## config.mk

```make
export PLATFORM = sky130hd
export DESIGN_NAME = hex_byte_list_parser_flat
export DESIGN_NICKNAME = d
export VERILOG_FILES = /design/src/rtl/hbl_pkg.sv /design/src/rtl/hbl_if.sv /design/src/rtl/hbl_result_fifo.sv /design/src/rtl/hex_byte_list_parser.sv /design/src/flat_wrapper.sv
export SDC_FILE = /design/constraint.sdc
export NUM_CORES = 1
export LEC_CHECK = 0
export BUFFER_PORTS_ARGS = -buffer_cell sky130_fd_sc_hd__buf_2
export CAP_MARGIN = 20
export CORE_MARGIN = 8
export CORE_UTILIZATION = 40
export DETAILED_ROUTE_END_ITERATION = 16
export GPL_TIMING_DRIVEN = 1
export SYNTH_ARGS = -nofsm -noshare
export SYNTH_HDL_FRONTEND = slang
export SYNTH_HIERARCHICAL = 1
export SYNTH_SLANG_ARGS = --single-unit
```

## constraint.sdc

```tcl
create_clock -name clk -period 6.8 [get_ports clk]
set_input_delay 0.34 -clock clk [delete_from_list [all_inputs] [get_ports clk]]
set_output_delay 0.34 -clock clk [all_outputs]
set_load 0.03 [all_outputs]
```

## src/rtl/hbl_pkg.sv

```systemverilog
// Package for the hex byte list parser: codes, result types and character decode.
`timescale 1ns / 1ps
package hbl_pkg;

  // Result queue depth (power of two, at least 2)
  localparam int unsigned RESULT_DEPTH = 4;

  // Token store
  localparam int unsigned TOKEN_STORE = 4;
  localparam int unsigned TOKEN_IDX_W = $clog2(TOKEN_STORE);
  localparam logic [2:0]  TOKEN_SAT   = 3'd5;

  // Status codes
  localparam logic [2:0] ERR_NONE      = 3'd0;
  localparam logic [2:0] ERR_BAD_CHAR  = 3'd1;
  localparam logic [2:0] ERR_LENGTH    = 3'd2;
  localparam logic [2:0] ERR_BAD_DIGIT = 3'd3;
  localparam logic [2:0] ERR_NO_BYTES  = 3'd4;

  // Result kinds
  localparam logic KIND_BYTE   = 1'b0;
  localparam logic KIND_STATUS = 1'b1;

  // Characters
  localparam logic [7:0] CHAR_SPACE = 8'h20;
  localparam logic [7:0] CHAR_TAB   = 8'h09;
  localparam logic [7:0] CHAR_CR    = 8'h0D;
  localparam logic [7:0] CHAR_COMMA = 8'h2C;
  localparam logic [7:0] CHAR_SEMI  = 8'h3B;
  localparam logic [7:0] CHAR_ZERO  = 8'h30;
  localparam logic [7:0] CHAR_NINE  = 8'h39;
  localparam logic [7:0] CHAR_LA    = 8'h61;
  localparam logic [7:0] CHAR_LF_HEX = 8'h66;
  localparam logic [7:0] CHAR_UA    = 8'h41;
  localparam logic [7:0] CHAR_UF    = 8'h46;
  localparam logic [7:0] CHAR_LX    = 8'h78;
  localparam logic [7:0] CHAR_UX    = 8'h58;

  // One result word
  typedef struct packed {
    logic       kind;
    logic [7:0] byte_value;
    logic [2:0] error_code;
    logic       last;
  } result_t;

  // Up to two results written into the queue in one cycle
  typedef struct packed {
    logic [1:0] count;
    result_t    first;
    result_t    second;
  } result_push_t;

  // Whitespace, comma or semicolon
  function automatic logic is_separator(input logic [7:0] c);
    return (c == CHAR_SPACE) || (c inside {[CHAR_TAB:CHAR_CR]}) ||
           (c == CHAR_COMMA) || (c == CHAR_SEMI);
  endfunction

  // 0..15 for a hex digit, 16 otherwise (bit 4 flags a non-digit)
  function automatic logic [4:0] digit_value(input logic [7:0] c);
    logic [4:0] d;
    d = 5'd16;
    if (c inside {[CHAR_ZERO:CHAR_NINE]}) begin
      d = {1'b0, c[3:0]};
    end else if (c inside {[CHAR_LA:CHAR_LF_HEX], [CHAR_UA:CHAR_UF]}) begin
      d = {1'b0, c[3:0] + 4'd9};
    end
    return d;
  endfunction

endpackage

```

## src/rtl/hbl_if.sv

```systemverilog
// Channel interfaces for the hex byte list parser: character input and result output.
`timescale 1ns / 1ps
interface hbl_in_if;
  logic       valid;
  logic       ready;
  logic [7:0] char_code;
  logic       end_of_text;

  modport source (output valid, output char_code, output end_of_text, input ready);
  modport sink   (input valid, input char_code, input end_of_text, output ready);
endinterface

interface hbl_out_if;
  logic       valid;
  logic       ready;
  logic       kind;
  logic [7:0] byte_value;
  logic [2:0] error_code;
  logic       last;

  modport source (output valid, output kind, output byte_value, output error_code,
                  output last, input ready);
  modport sink   (input valid, input kind, input byte_value, input error_code,
                  input last, output ready);
endinterface

```

## src/rtl/hbl_result_fifo.sv

```systemverilog
// Result queue: takes up to two result words a cycle, hands out one a cycle while pop_ready is high.
`timescale 1ns / 1ps
module hbl_result_fifo #(
  parameter int unsigned Depth = hbl_pkg::RESULT_DEPTH
) (
  input  logic                 clk,
  input  logic                 rst_n,
  input  hbl_pkg::result_push_t push,
  output logic                 room_two,
  output logic                 pop_valid,
  output hbl_pkg::result_t     pop_data,
  input  logic                 pop_ready
);
  import hbl_pkg::*;

  localparam int unsigned PtrW = $clog2(Depth);
  localparam int unsigned CntW = $clog2(Depth + 1);

  result_t         mem_r [Depth];
  logic [PtrW-1:0] wr_ptr_r, wr_ptr_nxt;
  logic [PtrW-1:0] rd_ptr_r, rd_ptr_nxt;
  logic [PtrW-1:0] wr_ptr_b;
  logic [CntW-1:0] count_r, count_nxt;
  logic            pop;

  // Status and read side
  assign pop_valid = (count_r != '0);
  assign pop_data  = mem_r[rd_ptr_r];
  assign pop       = pop_valid && pop_ready;
  assign room_two  = (count_r <= CntW'(Depth - 2));

  // Pointer and fill count update
  assign wr_ptr_b   = wr_ptr_r + 1'b1;
  assign wr_ptr_nxt = wr_ptr_r + PtrW'(push.count);
  assign rd_ptr_nxt = rd_ptr_r + PtrW'(pop);
  assign count_nxt  = count_r + CntW'(push.count) - CntW'(pop);

  always_ff @(posedge clk) begin
    if (!rst_n) begin
      wr_ptr_r <= '0;
      rd_ptr_r <= '0;
      count_r  <= '0;
    end else begin
      wr_ptr_r <= wr_ptr_nxt;
      rd_ptr_r <= rd_ptr_nxt;
      count_r  <= count_nxt;
    end
  end

  // Storage: first word at the write pointer, second right after it
  always_ff @(posedge clk) begin
    if (push.count != 2'd0) begin
      mem_r[wr_ptr_r] <= push.first;
    end
    if (push.count == 2'd2) begin
      mem_r[wr_ptr_b] <= push.second;
    end
  end

endmodule

```

## src/rtl/hex_byte_list_parser.sv

```systemverilog
// A result word is registered into the result queue from the character that causes it.
// Throughput: one character per cycle while in ready is high; an end marker that flushes a
//   byte makes two words, which leave the result queue one at a time.
// in ready drops while the queue has fewer than two free entries.
// Reset (synchronous, rst_n low) clears the token, the latched error and the queue.
`timescale 1ns / 1ps
module hex_byte_list_parser #(
  parameter int unsigned ResultDepth = hbl_pkg::RESULT_DEPTH
) (
  input logic      clk,
  input logic      rst_n,
  hbl_in_if.sink   in_ch,
  hbl_out_if.source out_ch
);
  import hbl_pkg::*;

  // Token and text state
  logic [2:0]  len_r, len_nxt;
  logic [7:0]  chars_r [TOKEN_STORE];
  logic [2:0]  err_r, err_nxt;
  logic        seen_r, seen_nxt;
  logic        chars_we;

  logic        accept;
  logic [7:0]  c;
  logic        eot;
  logic [4:0]  c_digit;
  logic        c_is_x;

  // Flush evaluation of the held token
  logic        has_prefix;
  logic [2:0]  eff_len;
  logic [4:0]  d_hi, d_lo;
  logic        tok_active;
  logic        good;
  logic [7:0]  tok_value;
  logic        tok_byte;
  logic [2:0]  tok_err;
  logic [2:0]  err_after;
  logic [2:0]  status_err;

  logic        push_byte, push_status;
  result_t     byte_item, status_item;
  result_push_t push;

  result_t     pop_data;
  logic        room_two;

  assign accept  = in_ch.valid && in_ch.ready;
  assign c       = in_ch.char_code;
  assign eot     = in_ch.end_of_text;
  assign c_digit = digit_value(c);
  assign c_is_x  = (c == CHAR_LX) || (c == CHAR_UX);

  // Optional 0x prefix, only dropped when something follows it
  assign has_prefix = (len_r > 3'd2) && (chars_r[0] == CHAR_ZERO) &&
                      ((chars_r[1] == CHAR_LX) || (chars_r[1] == CHAR_UX));
  assign eff_len    = has_prefix ? (len_r - 3'd2) : len_r;
  assign d_hi       = digit_value(has_prefix ? chars_r[2] : chars_r[0]);
  assign d_lo       = digit_value(has_prefix ? chars_r[3] : chars_r[1]);

  always_comb begin
    good      = 1'b0;
    tok_value = 8'h00;
    case (eff_len)
      3'd1: begin
        good      = !d_hi[4];
        tok_value = {4'h0, d_hi[3:0]};
      end
      3'd2: begin
        good      = !d_hi[4] && !d_lo[4];
        tok_value = {d_hi[3:0], d_lo[3:0]};
      end
      default: begin
        good      = 1'b0;
        tok_value = 8'h00;
      end
    endcase
  end

  assign tok_active = (len_r != 3'd0) && (err_r == ERR_NONE);
  assign tok_byte   = tok_active && good;

  always_comb begin
    tok_err = ERR_NONE;
    if (tok_active) begin
      if ((eff_len == 3'd0) || (eff_len > 3'd2)) begin
        tok_err = ERR_LENGTH;
      end else if (!good) begin
        tok_err = ERR_BAD_DIGIT;
      end
    end
  end

  // Final status at the end marker
  assign err_after  = (tok_err != ERR_NONE) ? tok_err : err_r;
  always_comb begin
    if (err_after != ERR_NONE) begin
      status_err = err_after;
    end else if (seen_r || tok_byte) begin
      status_err = ERR_NONE;
    end else begin
      status_err = ERR_NO_BYTES;
    end
  end

  // Per-character state update
  always_comb begin
    len_nxt     = len_r;
    err_nxt     = err_r;
    seen_nxt    = seen_r;
    chars_we    = 1'b0;
    push_byte   = 1'b0;
    push_status = 1'b0;
    if (accept) begin
      if (eot) begin
        push_byte   = tok_byte;
        push_status = 1'b1;
        len_nxt     = 3'd0;
        err_nxt     = ERR_NONE;
        seen_nxt    = 1'b0;
      end else if (err_r != ERR_NONE) begin
        // characters after an error are dropped
      end else if (is_separator(c)) begin
        push_byte = tok_byte;
        len_nxt   = 3'd0;
        err_nxt   = tok_err;
        seen_nxt  = seen_r || tok_byte;
      end else if (c_digit[4] && !c_is_x) begin
        err_nxt = ERR_BAD_CHAR;
      end else begin
        chars_we = (len_r < 3'(TOKEN_STORE));
        if (len_r < TOKEN_SAT) begin
          len_nxt = len_r + 3'd1;
        end
      end
    end
  end

  always_ff @(posedge clk) begin
    if (!rst_n) begin
      len_r  <= 3'd0;
      err_r  <= ERR_NONE;
      seen_r <= 1'b0;
    end else begin
      len_r  <= len_nxt;
      err_r  <= err_nxt;
      seen_r <= seen_nxt;
    end
  end

  // Token characters, 0x prefix included; only entries below len_r are used
  always_ff @(posedge clk) begin
    if (chars_we) begin
      chars_r[len_r[TOKEN_IDX_W-1:0]] <= c;
    end
  end

  // Result words into the queue, byte first
  assign byte_item   = '{kind: KIND_BYTE, byte_value: tok_value,
                         error_code: ERR_NONE, last: 1'b0};
  assign status_item = '{kind: KIND_STATUS, byte_value: 8'h00,
                         error_code: status_err, last: 1'b1};
  assign push.count  = 2'(push_byte) + 2'(push_status);
  assign push.first  = push_byte ? byte_item : status_item;
  assign push.second = status_item;

  hbl_result_fifo #(
    .Depth (ResultDepth)
  ) u_result_fifo (
    .clk       (clk),
    .rst_n     (rst_n),
    .push      (push),
    .room_two  (room_two),
    .pop_valid (out_ch.valid),
    .pop_data  (pop_data),
    .pop_ready (out_ch.ready)
  );

  assign in_ch.ready       = room_two;
  assign out_ch.kind       = pop_data.kind;
  assign out_ch.byte_value = pop_data.byte_value;
  assign out_ch.error_code = pop_data.error_code;
  assign out_ch.last       = pop_data.last;

endmodule

```

## src/flat_wrapper.sv

```systemverilog
// flat-port wrapper written by rule: the top's interface ports become plain ports
module hex_byte_list_parser_flat import hbl_pkg::*;
#(
  parameter int unsigned ResultDepth = hbl_pkg::RESULT_DEPTH
)
  (clk, rst_n, in_ch_valid, in_ch_char_code, in_ch_end_of_text, in_ch_ready, out_ch_valid, out_ch_kind, out_ch_byte_value, out_ch_error_code, out_ch_last, out_ch_ready);
  hbl_in_if in_ch_i ();
  hbl_out_if out_ch_i ();
  input logic clk;
  input logic rst_n;
  input wire logic [$bits(in_ch_i.valid)-1:0] in_ch_valid;
  input wire logic [$bits(in_ch_i.char_code)-1:0] in_ch_char_code;
  input wire logic [$bits(in_ch_i.end_of_text)-1:0] in_ch_end_of_text;
  output wire logic [$bits(in_ch_i.ready)-1:0] in_ch_ready;
  output wire logic [$bits(out_ch_i.valid)-1:0] out_ch_valid;
  output wire logic [$bits(out_ch_i.kind)-1:0] out_ch_kind;
  output wire logic [$bits(out_ch_i.byte_value)-1:0] out_ch_byte_value;
  output wire logic [$bits(out_ch_i.error_code)-1:0] out_ch_error_code;
  output wire logic [$bits(out_ch_i.last)-1:0] out_ch_last;
  input wire logic [$bits(out_ch_i.ready)-1:0] out_ch_ready;
  assign in_ch_i.valid = in_ch_valid;
  assign in_ch_i.char_code = in_ch_char_code;
  assign in_ch_i.end_of_text = in_ch_end_of_text;
  assign in_ch_ready = in_ch_i.ready;
  assign out_ch_valid = out_ch_i.valid;
  assign out_ch_kind = out_ch_i.kind;
  assign out_ch_byte_value = out_ch_i.byte_value;
  assign out_ch_error_code = out_ch_i.error_code;
  assign out_ch_last = out_ch_i.last;
  assign out_ch_i.ready = out_ch_ready;
  hex_byte_list_parser #(.ResultDepth(ResultDepth)) u_core (.clk(clk), .rst_n(rst_n), .in_ch(in_ch_i), .out_ch(out_ch_i));
endmodule
```

==> impl_metrics.py <==
metrics = {
    "status": {
        "status": "finished clean",
    },
    "floorplanning": {
        "start_util_pct": 40.40,
        "die_h_um": 133.5,
        "die_w_um": 133.5,
        "core_area_mm2": 0.01367,
        "io_pins": 28,
        "fp-row-count": 43,
        "die_area_mm2": 0.01782,
    },
    "placed_design": {
        "io_buffers": 27,
        "globalplace.congestion": 0.7825,
        "dp.final_hpwl_mm": 8.276,
    },
    "layout": {
        "nets": 516,
        "final_common_cell": "edfxtp_1",
        "insertedDiodeCount": 0,
        "drive_gt1_share_pct": 27.09,
        "n_fill_cell": 1270,
        "fin_util_pct": 45.90,
        "final_cell_mix": "84 x edfxtp_1, 45 x mux2_2, 40 x conb_1",
        "areaGrowthSynthToFinish_pct": 13.62,
    },
    "worst_setup_path": {
        "cp_max_fo": 20,
        "startpoint": "u_core/len_r[1]",
        "criticalPathCategory": "register to register",
        "required_ps": 6900,
        "endpoint_kind": "register",
        "r2r_end": "u_core/u_result_fifo/mem_r[0][1]",
        "r2r_start": "u_core/len_r[1]",
        "ff2ff_path_depth": 16,
        "timing.reg2reg.setup_slack_ps": 1370,
        "cp_data_arrival_time_ps": 5530,
        "startpoint_type": "register",
        "endpoint": "u_core/u_result_fifo/mem_r[0][1]",
    },
    "cts": {
        "post_cts_buffers": 0,
        "post_cts_resized": 0,
        "clk-insertion-delay-late_ps": 350,
        "clock_sinks": 97,
        "cts_tree": "done",
        "htree_levels": 3,
        "postCtsHoldBufs": 0,
        "cts.path.max_buffers": 2,
        "clk_pin_slew_ps": 70,
        "cts_buffers": 9,
        "cts_root_buf": "clkbuf_16",
    },
    "timing": {
        "timing.fmax_mhz": 184.1,
        "setup_violations": 0,
        "grt_setup_unrepaired": "no",
        "drv_slew": 0,
        "period_share_pct": 79.87,
        "finalHoldViolCount": 0,
        "min_period_ps": 5431,
        "tns_ps": 0,
        "tightest_slew_ps": 1074,
        "finalClockSkew_ps": 10.43,
        "max_slew_margin_pct": 28.12,
    },
    "flow_run": {
        "cap_violations": 0,
    },
    "global_route": {
        "track_usage_pct": 13.72,
        "grt_max_degree": 21,
        "grt_pass1_vias": 3621,
        "grt_pass1_wl_mm": 19.24,
        "gr-total-overflow": 0,
        "antenna_found_initial": 0,
    },
    "synthesis": {
        "synth-seq-cells": 97,
        "synth_compound_area_share_pct": 10.36,
        "synth_xor_xnor_area_share_pct": 1.451,
        "synth_area_mm2": 0.005520,
        "avgSynthCellArea_um2": 13.27,
        "synth_edf_count": 84,
        "synth.distinct_cells": 74,
        "synthMuxAreaShare_pct": 17.41,
        "synth.top_cell.area_share_pct": 45.69,
        "ys_seq_area_share_pct": 50.41,
        "yosys.area_share.simple_pct": 13.28,
        "async_reset_ff_share_pct": 0,
        "synthAdderAreaFrac_pct": 3.989,
        "yosys.area.top_type": "edfxtp_1",
        "synth_cells": 416,
        "ys.flop_type": "edfxtp_1",
        "synth_top_family_by_area": "multiplexers",
        "yosys_warnings": 6,
        "synth.area.top_cells": "edfxtp_1 46%, mux2_2 9.2%, mux4_2 5.3%, dfxtp_1 4.7%, ha_1 3.6%",
    },
    "drt": {
        "routedWlPerCell_um": 17.39,
        "ant_nets": 0,
        "drc": 0,
        "drt_iter0_drc": 256,
        "vias": 3538,
        "routed_wirelength_mm": 11.67,
        "vias_per_cell": 5.273,
        "dr.pass1.iters": 5,
    },
    "power_and_ir_drop": {
        "p_leak_nw": 2.344,
        "finalPower_mw": 1.465,
        "peakVddDrop_mv": 0.1451,
        "power.density_mw_per_mm2": 233.6,
    },
    "hold_path": {
        "min_path_type": "input port to register",
    },
}
[power breakdown]
part	total (mW)	switching, mW	internal (mW)
clock network	0.463	0.214	0.249
logic	0.305	0.170	0.135
registers	0.697	0.0272	0.670
total	1.47	0.412	1.05
[kinds of logic after synthesis]
logic type / Yosys count
fa+ha+maj: 17
compound gates: 75
buf+inv: 30
flops: 97
simple gates: 116
xor+xnor: 6
mux: 73
other cells: 2
[routing by layer]
layer,vias up,global-route usage (%),share of wire (%)
met2,63,22.42,50
li1,1713,-,-
met5,-,0,0
met1,1752,17.23,45
met3,10,4.142,4.3
met4,0,3.805,0.98
[flip-flops by register name, summed over array words and instances, names as in the netlist]
signal                         count
u_core/len_r                       3
u_core/seen_r                      1
u_core/u_result_fifo/count_r       3
u_core/err_r                       2
u_core/chars_r                    32
u_core/u_result_fifo/mem_r        52
u_core/u_result_fifo/wr_ptr_r      2
u_core/u_result_fifo/rd_ptr_r      2
[worst min-delay path by stage]
| stage | start | to | slack [ps] | depth (start not counted) |
|---|---|---|---|---|
| 2_1_floorplan | u_core/seen_r | u_core/seen_r | 430 | 2 |
| 3_3_place_gp | u_core/seen_r | u_core/seen_r | 470 | 2 |
| 3_5_place_dp | u_core/seen_r | u_core/seen_r | 470 | 2 |
| 4_1_cts | in_ch_char_code[7] | u_core/chars_r[2][7] | 240 | 1 |
| 5_1_grt | in_ch_char_code[7] | u_core/chars_r[0][7] | 260 | 1 |
| 6_report | in_ch_char_code[7] | u_core/chars_r[2][7] | 270 | 1 |
[synthesized netlist by cell type, drive strengths merged, types with 3 or more instances]
master,number
a21o,8
nand2,19
xnor2,3
edfxtp,84
a21oi,14
nor2b,9
nor4b,6
o21ai,13
a31oi,3
a22oi,4
mux2i,6
dfxtp,13
nor2,25
nor3,6
a211oi,3
mux2,54
and2,8
mux4,13
and3,7
nand2b,7
o21ba,3
o31ai,5
inv,17
nand3,8
or4,5
ha,16
buf,13
[through the flow]
step           instance area [um^2]  setup WS (ps)  hold slack [ps]  std cells
2_1_floorplan                  5663           1663            431.5        454
3_3_place_gp                   5979           1542            469.1        654
3_5_place_dp                   5979           1375            472.6        654
4_1_cts                        6245           1360            238.6        670
5_1_grt                        6272          994.3            260.1        671
6_report                       6272           1369            266.9        671
[final cells by class]
cell class | instances | area, um^2 | area share (%)
timing repair buffer | 34 | 207.7 | 3.311
inverter | 17 | 63.81 | 1.017
sequential | 97 | 2783 | 44.36
multi-input combinational | 327 | 2728 | 43.49
tap | 180 | 225.2 | 3.591
clock inverter | 4 | 28.78 | 0.4588
clock buffer | 12 | 236.5 | 3.770
[critical path, cell delays in order, from the launching register on]
cell and delay, ps:
dfxtp_1 580, ha_1 240, mux2i_1 270, nor4_2 80, buf_4 210, and3_2 210, a21oi_1 290, ha_1 230
inv_1 50, a221oi_1 270, a311oi_1 120, o21ai_1 290, o21ai_2 190, or4_1 500, a21oi_1 700, nand4b_2 550
mux2_2 400
No activity file was read; power rests on OpenSTA's default activity.
